File: src/nwr_pkg.sv
// Shared constants, tables and types for the nearest waypoint reference window.
package nwr_pkg;

  localparam int MaxPoints  = 1024;
  localparam int IdxBits    = 10;
  localparam int CntBits    = 11;
  localparam int MaxAhead   = 64;
  localparam int AheadBits  = 7;
  localparam int StepBits   = 6;
  localparam int CoordBits  = 24;
  localparam int HeadBits   = 16;
  localparam int CordSteps  = 24;
  localparam int Prescale   = 24;
  // Width of the CORDIC vector datapath.
  localparam int CordBits   = CoordBits + 1 + Prescale + 3;
  localparam int IterBits   = 5;
  localparam int DiffBits   = CoordBits + 1;
  localparam int MagBits    = CoordBits;
  localparam int SqBits     = 2 * MagBits;
  localparam int DistBits   = SqBits + 1;

  localparam logic [1:0] RegPointCount  = 2'd0;
  localparam logic [1:0] RegPointsAhead = 2'd1;
  localparam logic       OpLoad         = 1'b0;
  localparam logic       OpQuery        = 1'b1;

  typedef struct packed {
    logic                        start;
    logic signed [DiffBits-1:0]  dx;
    logic signed [DiffBits-1:0]  dy;
  } cord_req_t;

  typedef struct packed {
    logic                        done;
    logic [HeadBits-1:0]         heading;
  } cord_rsp_t;

  function automatic logic [31:0] atan_entry(input logic [IterBits-1:0] i);
    logic [31:0] v;
    begin
      case (i)
        5'd0:  v = 32'd536870912;
        5'd1:  v = 32'd316933406;
        5'd2:  v = 32'd167458907;
        5'd3:  v = 32'd85004756;
        5'd4:  v = 32'd42667331;
        5'd5:  v = 32'd21354465;
        5'd6:  v = 32'd10679838;
        5'd7:  v = 32'd5340245;
        5'd8:  v = 32'd2670163;
        5'd9:  v = 32'd1335087;
        5'd10: v = 32'd667544;
        5'd11: v = 32'd333772;
        5'd12: v = 32'd166886;
        5'd13: v = 32'd83443;
        5'd14: v = 32'd41722;
        5'd15: v = 32'd20861;
        5'd16: v = 32'd10430;
        5'd17: v = 32'd5215;
        5'd18: v = 32'd2608;
        5'd19: v = 32'd1304;
        5'd20: v = 32'd652;
        5'd21: v = 32'd326;
        5'd22: v = 32'd163;
        5'd23: v = 32'd81;
        default: v = 32'd0;
      endcase
      return v;
    end
  endfunction

endpackage

File: src/nwr_cordic.sv
// Iterative CORDIC vectoring unit: one micro-rotation per cycle, atan2 heading.
module nwr_cordic (
  input  logic                clk_i,
  input  logic                rst_ni,
  input  nwr_pkg::cord_req_t  req_i,
  output nwr_pkg::cord_rsp_t  rsp_o
);

  typedef enum logic [1:0] {StIdle, StRun, StDone} state_e;

  state_e                                   state_q;
  logic signed [nwr_pkg::CordBits-1:0]      x_q, y_q;
  logic [31:0]                              z_q;
  logic [nwr_pkg::IterBits-1:0]             iter_q;
  logic [nwr_pkg::HeadBits-1:0]             head_q;

  logic signed [nwr_pkg::CordBits-1:0]      xs, ys, dx_ext, dy_ext;
  logic [31:0]                              z_nxt, z_rnd, ang;

  assign xs     = x_q >>> iter_q;
  assign ys     = y_q >>> iter_q;
  assign ang    = nwr_pkg::atan_entry(iter_q);
  assign z_nxt  = (y_q >= 0) ? z_q + ang : z_q - ang;
  assign z_rnd  = z_nxt + 32'h0000_8000;
  assign dx_ext = nwr_pkg::CordBits'(req_i.dx) <<< nwr_pkg::Prescale;
  assign dy_ext = nwr_pkg::CordBits'(req_i.dy) <<< nwr_pkg::Prescale;

  always_ff @(posedge clk_i or negedge rst_ni) begin
    if (!rst_ni) begin
      state_q <= StIdle;
      iter_q  <= '0;
      head_q  <= '0;
    end else begin
      unique case (state_q)
        StIdle: begin
          if (req_i.start) begin
            iter_q <= '0;
            if (req_i.dx == '0 && req_i.dy == '0) begin
              head_q  <= '0;
              state_q <= StDone;
            end else begin
              state_q <= StRun;
            end
          end
        end
        StRun: begin
          if (iter_q == nwr_pkg::IterBits'(nwr_pkg::CordSteps - 1)) begin
            state_q <= StDone;
            head_q  <= z_rnd[31:16];
          end
          iter_q <= iter_q + 1'b1;
        end
        StDone: state_q <= StIdle;
        default: state_q <= StIdle;
      endcase
    end
  end

  always_ff @(posedge clk_i) begin
    if (state_q == StIdle && req_i.start) begin
      if (req_i.dx < 0) begin
        x_q <= -dx_ext;
        y_q <= -dy_ext;
        z_q <= 32'h8000_0000;
      end else begin
        x_q <= dx_ext;
        y_q <= dy_ext;
        z_q <= '0;
      end
    end else if (state_q == StRun) begin
      if (y_q >= 0) begin
        x_q <= x_q + ys;
        y_q <= y_q - xs;
      end else begin
        x_q <= x_q - ys;
        y_q <= y_q + xs;
      end
      z_q <= z_nxt;
    end
  end

  assign rsp_o.done    = (state_q == StDone);
  assign rsp_o.heading = head_q;

endmodule

File: config.mk
export PLATFORM = sky130hd
export DESIGN_NAME = nwr_cordic
export DESIGN_NICKNAME = d
export VERILOG_FILES = /design/src/nwr_pkg.sv /design/src/nwr_cordic.sv
export SDC_FILE = /design/constraint.sdc
export NUM_CORES = 1
export LEC_CHECK = 0
export ABC_AREA = 1
export BUFFER_PORTS_ARGS = -buffer_cell sky130_fd_sc_hd__buf_2
export CAP_MARGIN = 0
export CELL_PAD_IN_SITES_DETAIL_PLACEMENT = 1
export CELL_PAD_IN_SITES_GLOBAL_PLACEMENT = 2
export CORE_MARGIN = 1
export CORE_UTILIZATION = 37
export DETAILED_ROUTE_END_ITERATION = 6
export GPL_ROUTABILITY_DRIVEN = 0
export HOLD_SLACK_MARGIN = 0.12
export PLACE_DENSITY = 0.85
export SYNTH_ARGS = -nofsm -noshare
export SYNTH_HDL_FRONTEND = slang
export SYNTH_SLANG_ARGS = --single-unit
File: constraint.sdc
create_clock -name clk_i -period 8.85 [get_ports clk_i]
set_input_delay 0.885 -clock clk_i [delete_from_list [all_inputs] [get_ports clk_i]]
set_output_delay 0.885 -clock clk_i [all_outputs]
set_load 0.01 [all_outputs]
* Word-level counts from Yosys, hierarchy flattened
Memory sizes are Yosys's and may differ from the RTL's.
Cells that the tools add are included.
** Cells by class
- Add/sub/neg operators :: 10
- Magnitude comparators :: 2
- Equal/unequal tests :: 6
- Shift-type cells :: 2
- Muxes and demuxes :: 22
- Reduce and logical (&&, ||, !) cells :: 10
** Operators by type and width (number)
- 52-bit 2-to-1 mux :: 8
- 32-bit 2-to-1 mux :: 4
- 52-bit adder :: 2
- 49-bit negation with 52-bit output :: 2
- 52-bit by 5-bit >>> shifter with 52-bit output :: 2
- 52-bit subtractor :: 2
- 52-bit by 1-bit greater-or-equal comparator with 1-bit output (second input constant) :: 1
- 25-bit zero test :: 2
- 16-bit 2-to-1 mux :: 3
- 32-bit by 16-bit adder with 32-bit output (second input constant) :: 1
- 32-bit adder :: 1
- 16-bit one-hot mux with 2 select lines :: 1
- 32-bit subtractor :: 1
- 25-bit by 1-bit less-than comparator with 1-bit output (second input constant) :: 1
- 5-bit one-hot mux with 2 select lines :: 1
- 2-bit 2-to-1 mux :: 3
- 2-bit != test (second input constant) :: 3
- 5-bit by 1-bit adder with 5-bit output (second input constant) :: 1
- 5-bit equality test (second input constant) :: 1
- 5-bit 2-to-1 mux :: 1
- 2-bit one-hot mux with 2 select lines :: 1
- 2-bit AND reduction :: 2
- 4-bit AND reduction :: 1
- 2-bit nonzero test :: 2
- other kinds (4) :: 5
** Storage, ports and cells
- Register bits after elaboration :: 159
- Memory bits (read-only) :: 960
- Bits of input ports :: 53
- Word-level logic and storage cells :: 59
- Memories kept :: 1
** Memory list
- (name not given) :: words 32, width 30, rd ports 1, clocked after memory_dff 0, write ports 0, RTL line nwr_pkg.sv:41 : case (i)

* Logic depth before layout (Yosys ltp)
An unclocked memory read counts as a cell.
- Depth in word-level cells :: 6
- Mapped depth :: 39
- Depth with buffers taken out :: 36

* Worst setup path before layout
No wires, ideal clock.
- Kind :: register to register
- Start :: register iter_q[0] (netlist bit)
- End :: register head_q[15] (netlist bit)
- Setup time :: 118 ps
- Arrival time :: 5191 ps
- Data required time :: 8732 ps
- Setup slack :: 3541 ps
- Cell stages (with the launch flop) :: 34
- Path buffers :: 5
- Clock period less this slack :: 5309 ps
- Path through :: dfrtp_1 > buf_6 > inv_4 > buf_6 > buf_6 > buf_6 > ha_1 > inv_1 > nor2_1 > inv_1 > a21oi_1 > nor3_1 > nand2_1 > nor2_1 > nand4_2 > o21ai_4 > buf_4 > xor2_1 > ha_1 > a21o_1 > a31oi_1 > o21ai_0 > a21oi_1 > xor2_1 > ha_1 > inv_1 > nor2_1 > nand2_1 > nor3_1 > nand3_1 > inv_1 > nand2_1 > nand3_1 > nand2_1
** On the way
- Longest elaborated chain between the ends :: 6
- Elaborated cells between the ends (all ways) :: 10
- Classes of those cells :: add/sub: 3; eq/ne: 2; mux: 3; reduce/logical: 1; memory: 1
** Ends and longest elaborated chain
- start: declaration :: RTL line nwr_cordic.sv:14 : logic [nwr_pkg::IterBits-1:0] iter_q;
- start signal: assignment :: RTL line nwr_cordic.sv:51 : iter_q <= iter_q + 1'b1;
- memory 32 x 30 bit *
- 32-bit subtractor or 32-bit adder (tied branches) :: RTL line nwr_cordic.sv:23 : assign z_nxt = (y_q >= 0) ? z_q + ang : z_q - ang;
- 32-bit 2-to-1 mux * :: RTL line nwr_cordic.sv:23
- named net z_nxt[16] :: RTL line nwr_cordic.sv:18 : logic [31:0] z_nxt, z_rnd, ang;
- 32-bit by 16-bit adder with 32-bit output * :: RTL line nwr_cordic.sv:24 : assign z_rnd = z_nxt + 32'h0000_8000;
- 16-bit 2-to-1 mux * :: RTL line nwr_cordic.sv:47 : if (iter_q == nwr_pkg::IterBits'(nwr_pkg::CordSteps - 1)) begin
- 16-bit one-hot mux with 2 select lines * :: RTL line nwr_cordic.sv:34 : unique case (state_q)
- end signal: assignment :: RTL line nwr_cordic.sv:49 : head_q <= z_rnd[31:16];
- end: declaration :: RTL line nwr_cordic.sv:15 : logic [nwr_pkg::HeadBits-1:0] head_q;
Mark *: on every way through the listed nets, which the timed path passes. The rest lies on a longest branch. The select of a mux whose other input is x is not followed.
A chain may end at the register's enable or synchronous reset.

* Worst setup path after layout
- Start :: register iter_q[1] (netlist bit)
- End :: register head_q[15] (netlist bit)
Same word-level chain as after synthesis.

==> results.yml <==
run_status:
  status: "finished, final reports clean"
sta:
  tightestPinTransition_ps: 1090
  finalHoldViolCount: 0
  final.period_utilization_pct: 87.7
  timing.fmax_mhz: 129
  grt_setup_unrepaired: "no"
  min_period_ps: 7760
  setup-violations-final: 0
  slew_headroom_pct: 27.0
  fin_worst_skew_ps: 34.8
  fin_setup_tns_ps: 0
  drv_slew: 0
die:
  fp-row-count: 96
  initial_core_util_pct: 37.7
  fp.dieW_um: 267
  fp.dieH_um: 267
  ios: 70
  coreArea_um2: 69100
  die_area_um2: 71400
yosys:
  synthTopCellsByArea: "nand2_1 19%, edfxtp_1 16%, nand3_1 11%, inv_1 7.4%, ha_1 7.3%"
  syn-num-nets: 4732
  synth-edff-count: 136
  ys_types: 62
  seq_area_frac_synth_pct: 17.9
  avgSynthCellArea_um2: 5.75
  synthArstFlopShare_pct: 14.5
  netlist.area_leader.share_pct: 18.7
  syn_inst: 4525
  synth-seq-cells: 159
  yosysTopAreaCell: "nand2_1"
  synthFlopType: "edfxtp_1"
  netlist_area_um2: 26000
  yosysWarnings: 0
drt:
  via_per_inst: 5.64
  vias: 30624
  ant_nets: 0
  wl_per_cell_um: 21.2
  drt_iter0_drc: 2803
  totalWireLength_um: 115000
  drc: 0
  drt-pass1-iter-count: 5
global_route:
  grt_max_degree: 96
  grt_use_total_pct: 32.0
  grt_remaining_overflow: 0
  grt_pass1_wl_um: 175000
  antenna_found_initial: 3
  grt_pass1_vias: 28854
worst_setup_path:
  crit_path_end_kind: "flip-flop"
  path_max_fanout: 82
  worstSetupStartpointType: "flip-flop"
  crit_required_ps: 9280
  crit_start: "iter_q[1]$_DFFE_PN0P_"
  arrival_ps: 8190
  slowest_stage: "inv_4"
  critPathMaxStageDelay_ps: 760
  rr_startpoint: "iter_q[1]$_DFFE_PN0P_"
  crit_type: "reg -> reg"
worst_hold_path:
  hold_class: "in -> async"
final_layout:
  drive_gt1_share_pct: 5.29
  fin_util_pct: 40.0
  fillers: 9646
  final_area_um2: 27600
  fin_nets: 4689
  areaGrowthSynthToFinish_pct: 6.20
  fin_cells: 5426
  multi_input_area_um2: 18600
  diodes: 0
  seq_area_um2: 4670
placed_design:
  io_buffers: 69
  placedInstanceArea_um2: 27000
  dp_hpwl_um: 93600
  placed_cells: 5394
cts:
  clk_latency_ps: 550
  cts_resized: 0
  cts_max_path_buffers: 2
  clock-sinks: 159
  cts_setup_buffers: 0
  htree_num_levels: 4
  cts_hold_buf: 0
  root_buffer: "clkbuf_16"
  cts_tree: "yes"
  cts_buffers: 17
  path_clk_slew_ps: 110
job:
  maxCapViolations: 0
worst max-delay path, delay by kind of cell, from the launching register on:
| kind | cells | cell delay (ps) |
|---|---|---|
| DFF | 1 | 730 |
| AOI/OAI and AO/OA | 6 | 1580 |
| and+or+nand+nor | 12 | 2600 |
| buffers and inverters | 5 | 1150 |
| xor gates and xnor gates | 2 | 560 |
| adders and majority gates | 3 | 1030 |
layout make-up:
type                            instances  share of cell area [%]
Multi-Input combinational cell       3678                    67.3
Sequential cell                       159                    16.9
Inverter                              530                    7.24
Tap cell                              931                    4.22
Timing Repair Buffer                   96                    2.03
Clock buffer                           17                    1.54
Clock inverter                         15                   0.738
synth_stat cells, types with 38 or more instances:
cell	n
ha_1	151
or2_2	40
buf_2	47
edfxtp_1	136
o21ai_1	38
o21ai_0	293
nand4_1	51
nand3_1	588
nor3_1	61
xor2_1	101
clkbuf_1	53
inv_1	511
nor2_1	472
a21oi_1	312
nand2_1	1294
metrics by stage:
step	hold slack (ps)	worst slack [ps]
3_5_place_dp	464	1320
4_1_cts	334	1240
6_report	370	1090
5_1_grt	384	559
2_1_floorplan	515	3540
3_3_place_gp	462	1420
cells in the final DEF (no fill, tap or decap), drive strengths merged, types with 61 or more instances in the layout:
| cell type | count |
|---|---|
| nor2 | 494 |
| inv | 532 |
| a21oi | 313 |
| edfxtp | 136 |
| o21ai | 335 |
| xor2 | 101 |
| nand2 | 1303 |
| nor3 | 61 |
| buf | 96 |
| nand3 | 590 |
| ha | 151 |
cell families (layout without fill, tap and decap cells):
| kind of cell | Yosys count | after routing | share of synthesized area (%) |
|---|---|---|---|
| flip-flops | 159 | 159 | 17.9 |
| AND/OR/NAND/NOR | 2567 | 2567 | 41.9 |
| buffers and inverters | 688 | 658 | 10.6 |
| AO/OA/AOI/OAI | 819 | 819 | 17.5 |
| XOR/XNOR | 138 | 138 | 4.65 |
| adder cells (fa/ha/maj) | 154 | 154 | 7.49 |
registers in the layout (all words and copies together) (netlist names):
signal	count
x_q	52
y_q	52
z_q	32
iter_q	5
state_q	2
head_q	16
path summary, 6_finish.rpt:
kind / end / slack (ps) / cells past startpoint
worst max-delay path: head_q[15]$_DFFE_PN0P_ / 1090 / 28
worst min-delay path: iter_q[0]$_DFFE_PN0P_ / 370 / 1
worst max register to register: head_q[15]$_DFFE_PN0P_ / 1090 / 28
worst min register to register: head_q[9]$_DFFE_PN0P_ / 490 / 2
max in group asynchronous: iter_q[2]$_DFFE_PN0P_ / 7960 / 1
min in group clk_i: head_q[9]$_DFFE_PN0P_ / 490 / 2
metal layers:
layer | vias to the layer above | GRT usage [%] | share of wire, % | wire (µm)
li1 | 14934 | - | - | -
met1 | 14679 | 47.8 | 50 | 57200
met2 | 914 | 46.0 | 41 | 47000
met3 | 91 | 7.17 | 7.7 | 8890
met4 | 6 | 7.21 | 1.8 | 2090
met5 | - | 0 | 0.037 | 43
Power is not shown: default switching activity piles up to over one toggle a cycle in this logic, so the estimate is an artifact.
